<file path="src/rtl/core/des_pkg.sv">
// ----------------------------------------------------------------------------
// des_pkg: shared types and constants for the descending exchange sort unit
// Field widths of the request and result items, and the default list depth.
// ----------------------------------------------------------------------------
package des_pkg;

  localparam int unsigned KeyW              = 32;
  localparam int unsigned PosW              = 6;
  localparam int unsigned MaxEntriesDefault = 32;

  typedef struct packed {
    logic [KeyW-1:0] salary_key;
    logic            end_of_list;
  } in_item_t;

  typedef struct packed {
    logic [KeyW-1:0] sorted_key;
    logic [PosW-1:0] origin_position;
    logic            final_result;
  } out_item_t;

endpackage

</file>
<file path="src/rtl/core/des_stream_if.sv">
// ----------------------------------------------------------------------------
// des_stream_if: valid/ready stream channel
// Carries one payload item per handshake from a source to a sink.
// ----------------------------------------------------------------------------
interface des_stream_if #(
  parameter type payload_t = logic
);

  logic     valid;
  logic     ready;
  payload_t payload;

  modport source (output valid, output payload, input ready);
  modport sink   (input valid, input payload, output ready);

endinterface

</file>
<file path="src/rtl/core/descending_exchange_sort_unit.sv">
// ----------------------------------------------------------------------------
// descending_exchange_sort_unit: list loader, exchange sorter and emitter
// After the closing request the sort holds each entry i and compares it with
//   every entry j, one compare per cycle, then writes it back. Results leave
//   one at a time, held while the output register is full; loading restarts
//   as soon as the final result sits in the output register.
// Reset: asynchronous, empties the list and drops any pending result.
// ----------------------------------------------------------------------------
module descending_exchange_sort_unit #(
  parameter int unsigned MaxEntries = des_pkg::MaxEntriesDefault
) (
  input  logic         clk_i,
  input  logic         rst_ni,
  des_stream_if.sink   in_i,
  des_stream_if.source out_o
);

  localparam int unsigned AW   = $clog2(MaxEntries);
  localparam int unsigned CntW = $clog2(MaxEntries + 1);

  localparam logic [2:0] StLoad = 3'd0;
  localparam logic [2:0] StRdI  = 3'd1;
  localparam logic [2:0] StCur  = 3'd2;
  localparam logic [2:0] StCmp  = 3'd3;
  localparam logic [2:0] StWbI  = 3'd4;
  localparam logic [2:0] StERd  = 3'd5;
  localparam logic [2:0] StEOut = 3'd6;

  typedef struct packed {
    logic [des_pkg::KeyW-1:0] key;
    logic [AW-1:0]            pos;
  } entry_t;

  logic [2:0]         state_q, state_d;
  logic [CntW-1:0]    cnt_q, cnt_d;
  logic [CntW-1:0]    n_q, n_d;
  logic [AW-1:0]      i_q, i_d;
  logic [AW-1:0]      j_q, j_d;
  logic [AW-1:0]      r_q, r_d;
  entry_t             cur_q, cur_d;
  logic               out_valid_q, out_valid_d;
  des_pkg::out_item_t out_q, out_d;

  entry_t             mem_q [MaxEntries];
  entry_t             rdata_q;
  logic               mem_we;
  logic [AW-1:0]      mem_waddr;
  entry_t             mem_wdata;
  logic [AW-1:0]      rd_addr;
  logic [AW-1:0]      last_idx;
  logic [CntW-1:0]    n_minus_one;

  assign n_minus_one = n_q - CntW'(1);
  assign last_idx    = n_minus_one[AW-1:0];

  always_ff @(posedge clk_i) begin
    if (mem_we) begin
      mem_q[mem_waddr] <= mem_wdata;
    end
    rdata_q <= mem_q[rd_addr];
  end

  always_comb begin
    state_d     = state_q;
    cnt_d       = cnt_q;
    n_d         = n_q;
    i_d         = i_q;
    j_d         = j_q;
    r_d         = r_q;
    cur_d       = cur_q;
    out_valid_d = out_valid_q;
    out_d       = out_q;
    mem_we      = 1'b0;
    mem_waddr   = i_q;
    mem_wdata   = cur_q;
    rd_addr     = i_q;

    if (out_o.ready) begin
      out_valid_d = 1'b0;
    end

    unique case (state_q)
      StLoad: begin
        if (in_i.valid) begin
          if (cnt_q < CntW'(MaxEntries)) begin
            mem_we        = 1'b1;
            mem_waddr     = cnt_q[AW-1:0];
            mem_wdata.key = in_i.payload.salary_key;
            mem_wdata.pos = cnt_q[AW-1:0];
            cnt_d         = cnt_q + CntW'(1);
          end
          if (in_i.payload.end_of_list) begin
            n_d     = (cnt_q < CntW'(MaxEntries)) ? cnt_q + CntW'(1) : cnt_q;
            i_d     = '0;
            state_d = StRdI;
          end
        end
      end
      StRdI: begin
        rd_addr = i_q;
        state_d = StCur;
      end
      StCur: begin
        cur_d   = rdata_q;
        rd_addr = '0;
        j_d     = '0;
        state_d = StCmp;
      end
      StCmp: begin
        rd_addr = j_q + AW'(1);
        j_d     = j_q + AW'(1);
        // swap the held entry i with entry j when key[j] < key[i]
        if (j_q != i_q && rdata_q.key < cur_q.key) begin
          mem_we    = 1'b1;
          mem_waddr = j_q;
          mem_wdata = cur_q;
          cur_d     = rdata_q;
        end
        if (j_q == last_idx) begin
          state_d = StWbI;
        end
      end
      StWbI: begin
        mem_we    = 1'b1;
        mem_waddr = i_q;
        mem_wdata = cur_q;
        rd_addr   = i_q + AW'(1);
        i_d       = i_q + AW'(1);
        if (i_q == last_idx) begin
          r_d     = '0;
          state_d = StERd;
        end else begin
          state_d = StCur;
        end
      end
      StERd: begin
        rd_addr = r_q;
        state_d = StEOut;
      end
      StEOut: begin
        rd_addr = r_q;
        if (!out_valid_q || out_o.ready) begin
          out_valid_d           = 1'b1;
          out_d.sorted_key      = rdata_q.key;
          out_d.origin_position = des_pkg::PosW'(rdata_q.pos);
          out_d.final_result    = (r_q == last_idx);
          if (r_q == last_idx) begin
            cnt_d   = '0;
            state_d = StLoad;
          end else begin
            r_d     = r_q + AW'(1);
            state_d = StERd;
          end
        end
      end
      default: begin
        state_d = StLoad;
      end
    endcase
  end

  always_ff @(posedge clk_i or negedge rst_ni) begin
    if (!rst_ni) begin
      state_q     <= StLoad;
      cnt_q       <= '0;
      out_valid_q <= 1'b0;
    end else begin
      state_q     <= state_d;
      cnt_q       <= cnt_d;
      out_valid_q <= out_valid_d;
    end
  end

  always_ff @(posedge clk_i) begin
    n_q   <= n_d;
    i_q   <= i_d;
    j_q   <= j_d;
    r_q   <= r_d;
    cur_q <= cur_d;
    out_q <= out_d;
  end

  assign in_i.ready    = (state_q == StLoad);
  assign out_o.valid   = out_valid_q;
  assign out_o.payload = out_q;

`ifndef SYNTH
  a_cnt_bound: assert property (@(posedge clk_i) disable iff (!rst_ni)
    cnt_q <= CntW'(MaxEntries))
    else $error("list count exceeds depth");

  a_close_starts_sort: assert property (@(posedge clk_i) disable iff (!rst_ni)
    in_i.valid && in_i.ready && in_i.payload.end_of_list |=> state_q == StRdI)
    else $error("closing request did not start the sort");

  a_j_in_list: assert property (@(posedge clk_i) disable iff (!rst_ni)
    state_q == StCmp |-> CntW'(j_q) < n_q)
    else $error("compare index beyond list");

  a_list_not_empty: assert property (@(posedge clk_i) disable iff (!rst_ni)
    state_q != StLoad |-> n_q != '0)
    else $error("sorting an empty list");
`endif

endmodule

</file>
<file path="src/flat_wrapper.sv">
// flat-port wrapper written by rule: the top's interface ports become plain ports
module descending_exchange_sort_unit_flat import des_pkg::*;
#(
  parameter int unsigned MaxEntries = des_pkg::MaxEntriesDefault
)
  (clk_i, rst_ni, in_i_valid, in_i_payload, in_i_ready, out_o_valid, out_o_payload, out_o_ready);
  des_stream_if #(.payload_t(in_item_t)) in_i_i ();
  des_stream_if #(.payload_t(out_item_t)) out_o_i ();
  input  logic clk_i;
  input  logic rst_ni;
  input wire logic [$bits(in_i_i.valid)-1:0] in_i_valid;
  input wire logic [$bits(in_i_i.payload)-1:0] in_i_payload;
  output wire logic [$bits(in_i_i.ready)-1:0] in_i_ready;
  output wire logic [$bits(out_o_i.valid)-1:0] out_o_valid;
  output wire logic [$bits(out_o_i.payload)-1:0] out_o_payload;
  input wire logic [$bits(out_o_i.ready)-1:0] out_o_ready;
  assign in_i_i.valid = in_i_valid;
  assign in_i_i.payload = in_i_payload;
  assign in_i_ready = in_i_i.ready;
  assign out_o_valid = out_o_i.valid;
  assign out_o_payload = out_o_i.payload;
  assign out_o_i.ready = out_o_ready;
  descending_exchange_sort_unit #(.MaxEntries(MaxEntries)) u_core (.clk_i(clk_i), .rst_ni(rst_ni), .in_i(in_i_i), .out_o(out_o_i));
endmodule
</file>
<file path="config.mk">
export PLATFORM = sky130hd
export DESIGN_NAME = descending_exchange_sort_unit_flat
export DESIGN_NICKNAME = d
export VERILOG_FILES = /design/src/rtl/core/des_pkg.sv /design/src/rtl/core/des_stream_if.sv /design/src/rtl/core/descending_exchange_sort_unit.sv /design/src/flat_wrapper.sv
export SDC_FILE = /design/constraint.sdc
export NUM_CORES = 2
export LEC_CHECK = 0
export BUFFER_PORTS_ARGS = -buffer_cell sky130_fd_sc_hd__clkbuf_2
export CORE_MARGIN = 3
export CORE_UTILIZATION = 40
export CTS_CLUSTER_SIZE = 40
export DETAILED_ROUTE_END_ITERATION = 10
export PLACE_DENSITY = 0.68
export SLEW_MARGIN = 5
export SYNTH_ARGS = -nofsm -noshare
export SYNTH_HDL_FRONTEND = slang
export SYNTH_SLANG_ARGS = --single-unit
</file>
<file path="constraint.sdc">
create_clock -name clk_i -period 6 [get_ports clk_i]
set_input_delay 0.3 -clock clk_i [delete_from_list [all_inputs] [get_ports clk_i]]
set_output_delay 0.3 -clock clk_i [all_outputs]
set_load 0.05 [all_outputs]
</file>
== Word level (Yosys, flattened, before mapping) ==
Memory sizes are Yosys's and may differ from the RTL's. A register that Yosys moved wholly into a read port is not among the register bits.
Cells that the tools add are included.

* Register bits: 105
* Bits in writable memories: 1184
* Input port bits: 37
* Output and inout port bits: 41
* Memories kept: 1

{| class="wikitable"
|+ Memories
! name !! depth !! bits a word !! rd ports !! clocked after memory_dff !! write ports !! RTL line !! source
|-
| u_core.mem_q || 32 || 37 || 1 || 1 || 1 || descending_exchange_sort_unit.sv:44 || <nowiki>entry_t mem_q [MaxEntries];</nowiki>
|}

* $add $sub $neg: 5
* Order comparisons: 2
* Eq/ne operators: 18
* Multiplexer cells: 39
* Reductions and logical operators: 16

{| class="wikitable"
|+ Operator list
! cell !! count
|-
| two-way mux 37 bit || 4
|-
| one-hot mux 37 bit (2 select lines) || 1
|-
| two-way mux 5 bit || 8
|-
| one-hot mux 5 bit (2 select lines) || 4
|-
| < comparator 32 bit || 1
|-
| two-way mux 6 bit || 4
|-
| one-hot mux 3 bit (7 select lines) || 1
|-
| one-hot mux 5 bit (4 select lines) || 1
|-
| two-way mux 3 bit || 6
|-
| adder 5 x 1 -> 5 bit, second input constant || 3
|-
| equality test 5 bit || 3
|-
| one-hot mux 6 bit (2 select lines) || 1
|-
| AND reduction 4 bit || 3
|-
| != test 2 x 1 -> 1 bit, second input constant || 5
|-
| equality test 3 bit, second input constant || 3
|-
| two-way mux 1 bit || 8
|-
| nonzero test 2 bit || 4
|-
| adder 6 x 1 -> 6 bit, second input constant || 1
|-
| equality test 3 x 2 -> 1 bit, second input constant || 2
|-
| < comparator 6 bit, second input constant || 1
|-
| != test 2 bit, second input constant || 3
|-
| AND reduction 3 bit || 2
|-
| != test 5 bit || 1
|-
| subtractor 5 x 1 -> 5 bit, second input constant || 1
|-
| other kinds (8) || 9
|}

== Longest topological paths before layout ==
* Depth after elaboration: 6
* Gate-level depth with buffers: 13
* Depth with buffers taken out: 10

== Worst setup path after synthesis ==
Ideal clock, no wire load.

* Path kind: reg-to-reg
* Start: register u_core.state_q[1]
* End: memory u_core.mem_q[17][0] (netlist bit) (enable)
* Arrival: 5.764 ns
* Required time: 5.476 ns
* Path slack: -0.288 ns
* Stages on the path, launching flop included: 10
* Path through: dfrtp_1 buf_4 nor3_4 and3_1 buf_2 nor2_1 a22o_1 or2_0 buf_2 nor4_1

* Word-level cells in the longest chain between the ends: 4
* Elaborated cells on any way between the ends: 7

{| class="wikitable"
|+ RTL lines
! item !! RTL line !! source
|-
| from (decl) || descending_exchange_sort_unit.sv:34 || <nowiki>logic [2:0] state_q, state_d;</nowiki>
|-
| from (signal assigned) || descending_exchange_sort_unit.sv:164 || <nowiki>state_q <= StLoad;</nowiki>
|-
| from (signal assigned) || descending_exchange_sort_unit.sv:168 || <nowiki>state_q <= state_d;</nowiki>
|-
| logical NOT 3 bit * || -- ||
|-
| net in_i_ready || flat_wrapper.sv:13 || <nowiki>output wire logic [$bits(in_i_i.ready)-1:0] in_i_ready;</nowiki>
|-
| one-hot mux 1 bit (3 select lines) || descending_exchange_sort_unit.sv:82 || <nowiki>unique case (state_q)</nowiki>
|-
| two-way mux 1 bit || descending_exchange_sort_unit.sv:57 || <nowiki>if (mem_we) begin</nowiki>
|-
| two-way mux 1 bit (not written as such) || descending_exchange_sort_unit.sv:58 || <nowiki>mem_q[mem_waddr] <= mem_wdata;</nowiki>
|-
| to (decl) || descending_exchange_sort_unit.sv:44 ||
|}

Mark *: on every way through the listed nets, which the timed path passes. The rest lies on a longest branch.

== Final worst setup path ==
* Start: register u_core.cur_q[24] (netlist bit)
* End: memory u_core.mem_q[4][25] (netlist bit) (enable)

* Word-level cells in the longest chain between the ends: 6
* Elaborated cells on any way between the ends: 8

{| class="wikitable"
|+ RTL lines
! item !! RTL line !! source
|-
| from (decl) || descending_exchange_sort_unit.sv:40 || <nowiki>entry_t cur_q, cur_d;</nowiki>
|-
| from (signal assigned) || descending_exchange_sort_unit.sv:179 || <nowiki>cur_q <= cur_d;</nowiki>
|-
| < comparator 32 bit * || descending_exchange_sort_unit.sv:113 || <nowiki>if (j_q != i_q && rdata_q.key < cur_q.key) begin</nowiki>
|-
| logical AND 1 bit * || descending_exchange_sort_unit.sv:113 ||
|-
| two-way mux 1 bit || descending_exchange_sort_unit.sv:113 ||
|-
| one-hot mux 1 bit (3 select lines) || descending_exchange_sort_unit.sv:82 ||
|-
| two-way mux 1 bit || descending_exchange_sort_unit.sv:57 ||
|-
| two-way mux 1 bit (not written as such) || descending_exchange_sort_unit.sv:58 ||
|}

Every way passes the cells marked *; elsewhere a longest branch is shown, timed or not.

==> results_dict.tcl <==
set metrics [dict create \
    cp_max_fo 20 \
    nets 3712 \
    numClockSinks 1326 \
    start_util_pct 40.6 \
    whs_ns 0.0502 \
    critPathKind "flop to flop" \
    total_leakage_power_nw 20.0 \
    post-place-ws_ns 0.982 \
    first_pass_iters 6 \
    io_buffers 76 \
    htreeDepth 4 \
    fin_skew_ns 0.0325 \
    die_h_um 367 \
    synth_seq_area_share_pct 75.7 \
    cp-end-kind "flop" \
    arrival_ns 5.33 \
    synth_area_sq_mm 0.0520 \
    yosys.cell_count.top_type "edfxtp_1" \
    drive_gt1_share_pct 13.1 \
    placed_area_sq_mm 0.0552 \
    synth_enable_flop_cells 1279 \
    drtIter0Drc 3638 \
    met2_usage_pct 33.3 \
    rsz0062_at_grt "false" \
    outcome "finished, final reports clean" \
    syn_nets 3572 \
    synth-seq-cells 1326 \
    cts_made_buffers 135 \
    synth-warning-count 0 \
    min_period_ns 4.93 \
    fmax_ghz 0.203 \
    vias 30800 \
    rows 131 \
    synth-async-reset-ratio_pct 0.754 \
    fin_crit_sh_pct 82.2 \
    syn_area_per_cell_sq_um 14.9 \
    hold_viol 0 \
    placedCellCount 5229 \
    gp_congestion 0.855 \
    vdd_drop_max_uv 553 \
    pin_count 78 \
    relSlewSlack_pct 18.8 \
    hpwl_um 82700 \
    max-clock-path-buffers 3 \
    yosys.area.top_type "edfxtp_1" \
    design_area_sq_mm 0.0596 \
    antenna_found_initial 4 \
    viasPerCell 5.63 \
    start_kind "flop" \
    wl_um 137000 \
    grt.busiest_layer "met2" \
    antennaDiodeCount 0 \
    cp.required_ns 6.40 \
    die_x_um 367 \
    clk_latency_ns 0.74 \
    multiInputGateArea_sq_mm 0.0119 \
    syn_inst 3499 \
    cap_violations 0 \
    post_cts_resized 0 \
    wl_per_cell_um 25.0 \
    antenna_left 0 \
    die-area_sq_mm 0.134 \
    yosys-top-cells-count "edfxtp_1 (1279), nand2_1 (751), mux2i_1 (262)" \
    fillers 10800 \
    use_met1_pct 26.6 \
    clk_pin_slew_ns 0.06 \
    synth_area_leaders "edfxtp_1 (74%), nand2_1 (5.4%), mux2i_1 (5.0%)" \
    area_growth_pct 14.4 \
    tightest_slew_ns 1.21 \
    crit_path_top_delay_cell "nor2_4" \
    final.setup.worst_slack_ns 1.07 \
    path_cells "inv_1 > ha_1 > a21oi_1 > o21ai_1 > a2111oi_2 > o21ai_1 > a21o_1 > a311oi_4 > buf_4 > nand3_1 > nor2_4 > buf_4" \
    grt_max_degree 165 \
    seq_area_sq_mm 0.0394 \
    grt_pass1_wl_um 202000 \
    post_cts_buffers 0 \
    hold_buffers 2 \
    grt_use_met3_pct 2.94 \
    grt.overflow.total 0 \
    grt_util_all_layers_pct 20.0 \
    max_stage_delay_ns 0.68 \
    synth_ff_type "edfxtp_1" \
    setup_viol 0 \
    cts_root_buf "clkbuf_16" \
    core_area_sq_mm 0.128 \
    yosys.area.top_type_share_pct 73.8 \
    layout.cells.non_filler 5480 \
    grt_pass1_vias 30000 \
    drc 0 \
    p_per_area_mw_per_mm2 594 \
    maxSlewViolCount 0 \
    yosysUniqueCellTypes 72 \
    cts_tree "built" \
    hold_class "input pin to flop" \
    finalPower_mw 35.4 \
]
sequential cells by signal (all words and copies together), names as in the netlist:
name,flops
u_core.i_q,5
u_core.rdata_q,37
u_core.cur_q,37
u_core.r_q,5
u_core.n_q,5
u_core.mem_q,1184
u_core.state_q,3
u_core.out_o.valid,1
u_core.cnt_q,6
u_core.j_q,5
u_core.out_o.payload,38
worst paths after layout:
path	startpoint	to	slack, ns	depth (start not counted)
max in group asynchronous	rst_ni	u_core.cnt_q[0]	5.02	3
setup reg to reg	u_core.cur_q[24]	u_core.mem_q[4][25]	1.07	12
min in group asynchronous	rst_ni	u_core.state_q[2]	0.61	3
setup / recovery	u_core.cur_q[24]	u_core.mem_q[4][25]	1.07	12
hold reg to reg	u_core.rdata_q[28]	u_core.out_o.payload[30]	0.46	0
hold / removal	out_o_ready	u_core.out_o.valid	0.05	3
report_power, final:
group          internal, mW  total (mW)  switching [mW]
sequential             12.8        13.3           0.457
combinational          3.77        13.8            10.1
clock                  4.78        8.23            3.45
total                  21.4        35.4            14.0
stage by stage:
stage,util [%],setup TNS (ns)
floorplan,-,-42.67
global placement,43.0,0
detailed placement,43.0,0
CTS,46.4,0
global route,46.4,0
finish,46.4,0
cells in the final DEF, fill, tap and decap left out, drive strengths merged, types with 17 or more instances in the layout:
master  count
o22ai      37
clkbuf    263
o221ai     37
nand2     755
a31oi     114
inv        48
nor2       76
nor3       26
edfxtp   1279
buf       133
dfxtp      37
xnor2      19
a21oi      23
ha         36
clkinv     45
nor4       42
o21ai      52
nand3     243
mux2i     262
xor2       17
a32oi     111
layout make-up:
| type | count | share of cell area, % |
|---|---|---|
| Multi-Input combinational cell | 1925 | 19.9 |
| Clock buffer | 187 | 6.49 |
| Clock inverter | 62 | 0.857 |
| Inverter | 40 | 0.252 |
| Tap cell | 1729 | 3.63 |
| Timing Repair Buffer | 211 | 2.66 |
| Sequential cell | 1326 | 66.2 |
routing by layer:
metal | vias to the layer above | part of all wire, %
met1 | 15500 | 40
met5 | - | 0.020
li1 | 13600 | -
met3 | 245 | 7.3
met4 | 4 | 3.6
met2 | 1464 | 49
cells by family (layout without fill, tap and decap cells):
kind of cell | after synthesis | count (layout) | synth area share, %
and+or+nand+nor | 1174 | 1174 | 9.67
adders and majority gates | 36 | 36 | 0.865
AOI/OAI and AO/OA | 413 | 413 | 5.70
DFF | 1326 | 1326 | 75.7
muxes | 265 | 265 | 5.10
buffers and inverters | 248 | 500 | 2.35
xor gates and xnor gates | 36 | 36 | 0.606
other | 1 | 1 | 0.00720
critical path, delay by kind of cell (launching register included):
| kind | cells | cell delay, ns |
|---|---|---|
| adders and majority gates | 1 | 0.26 |
| DFF | 1 | 0.37 |
| AOI/OAI and AO/OA | 6 | 2.01 |
| buffers and inverters | 3 | 0.87 |
| and+or+nand+nor | 2 | 1.05 |
Note: power is estimated with default switching activity, not from simulation.
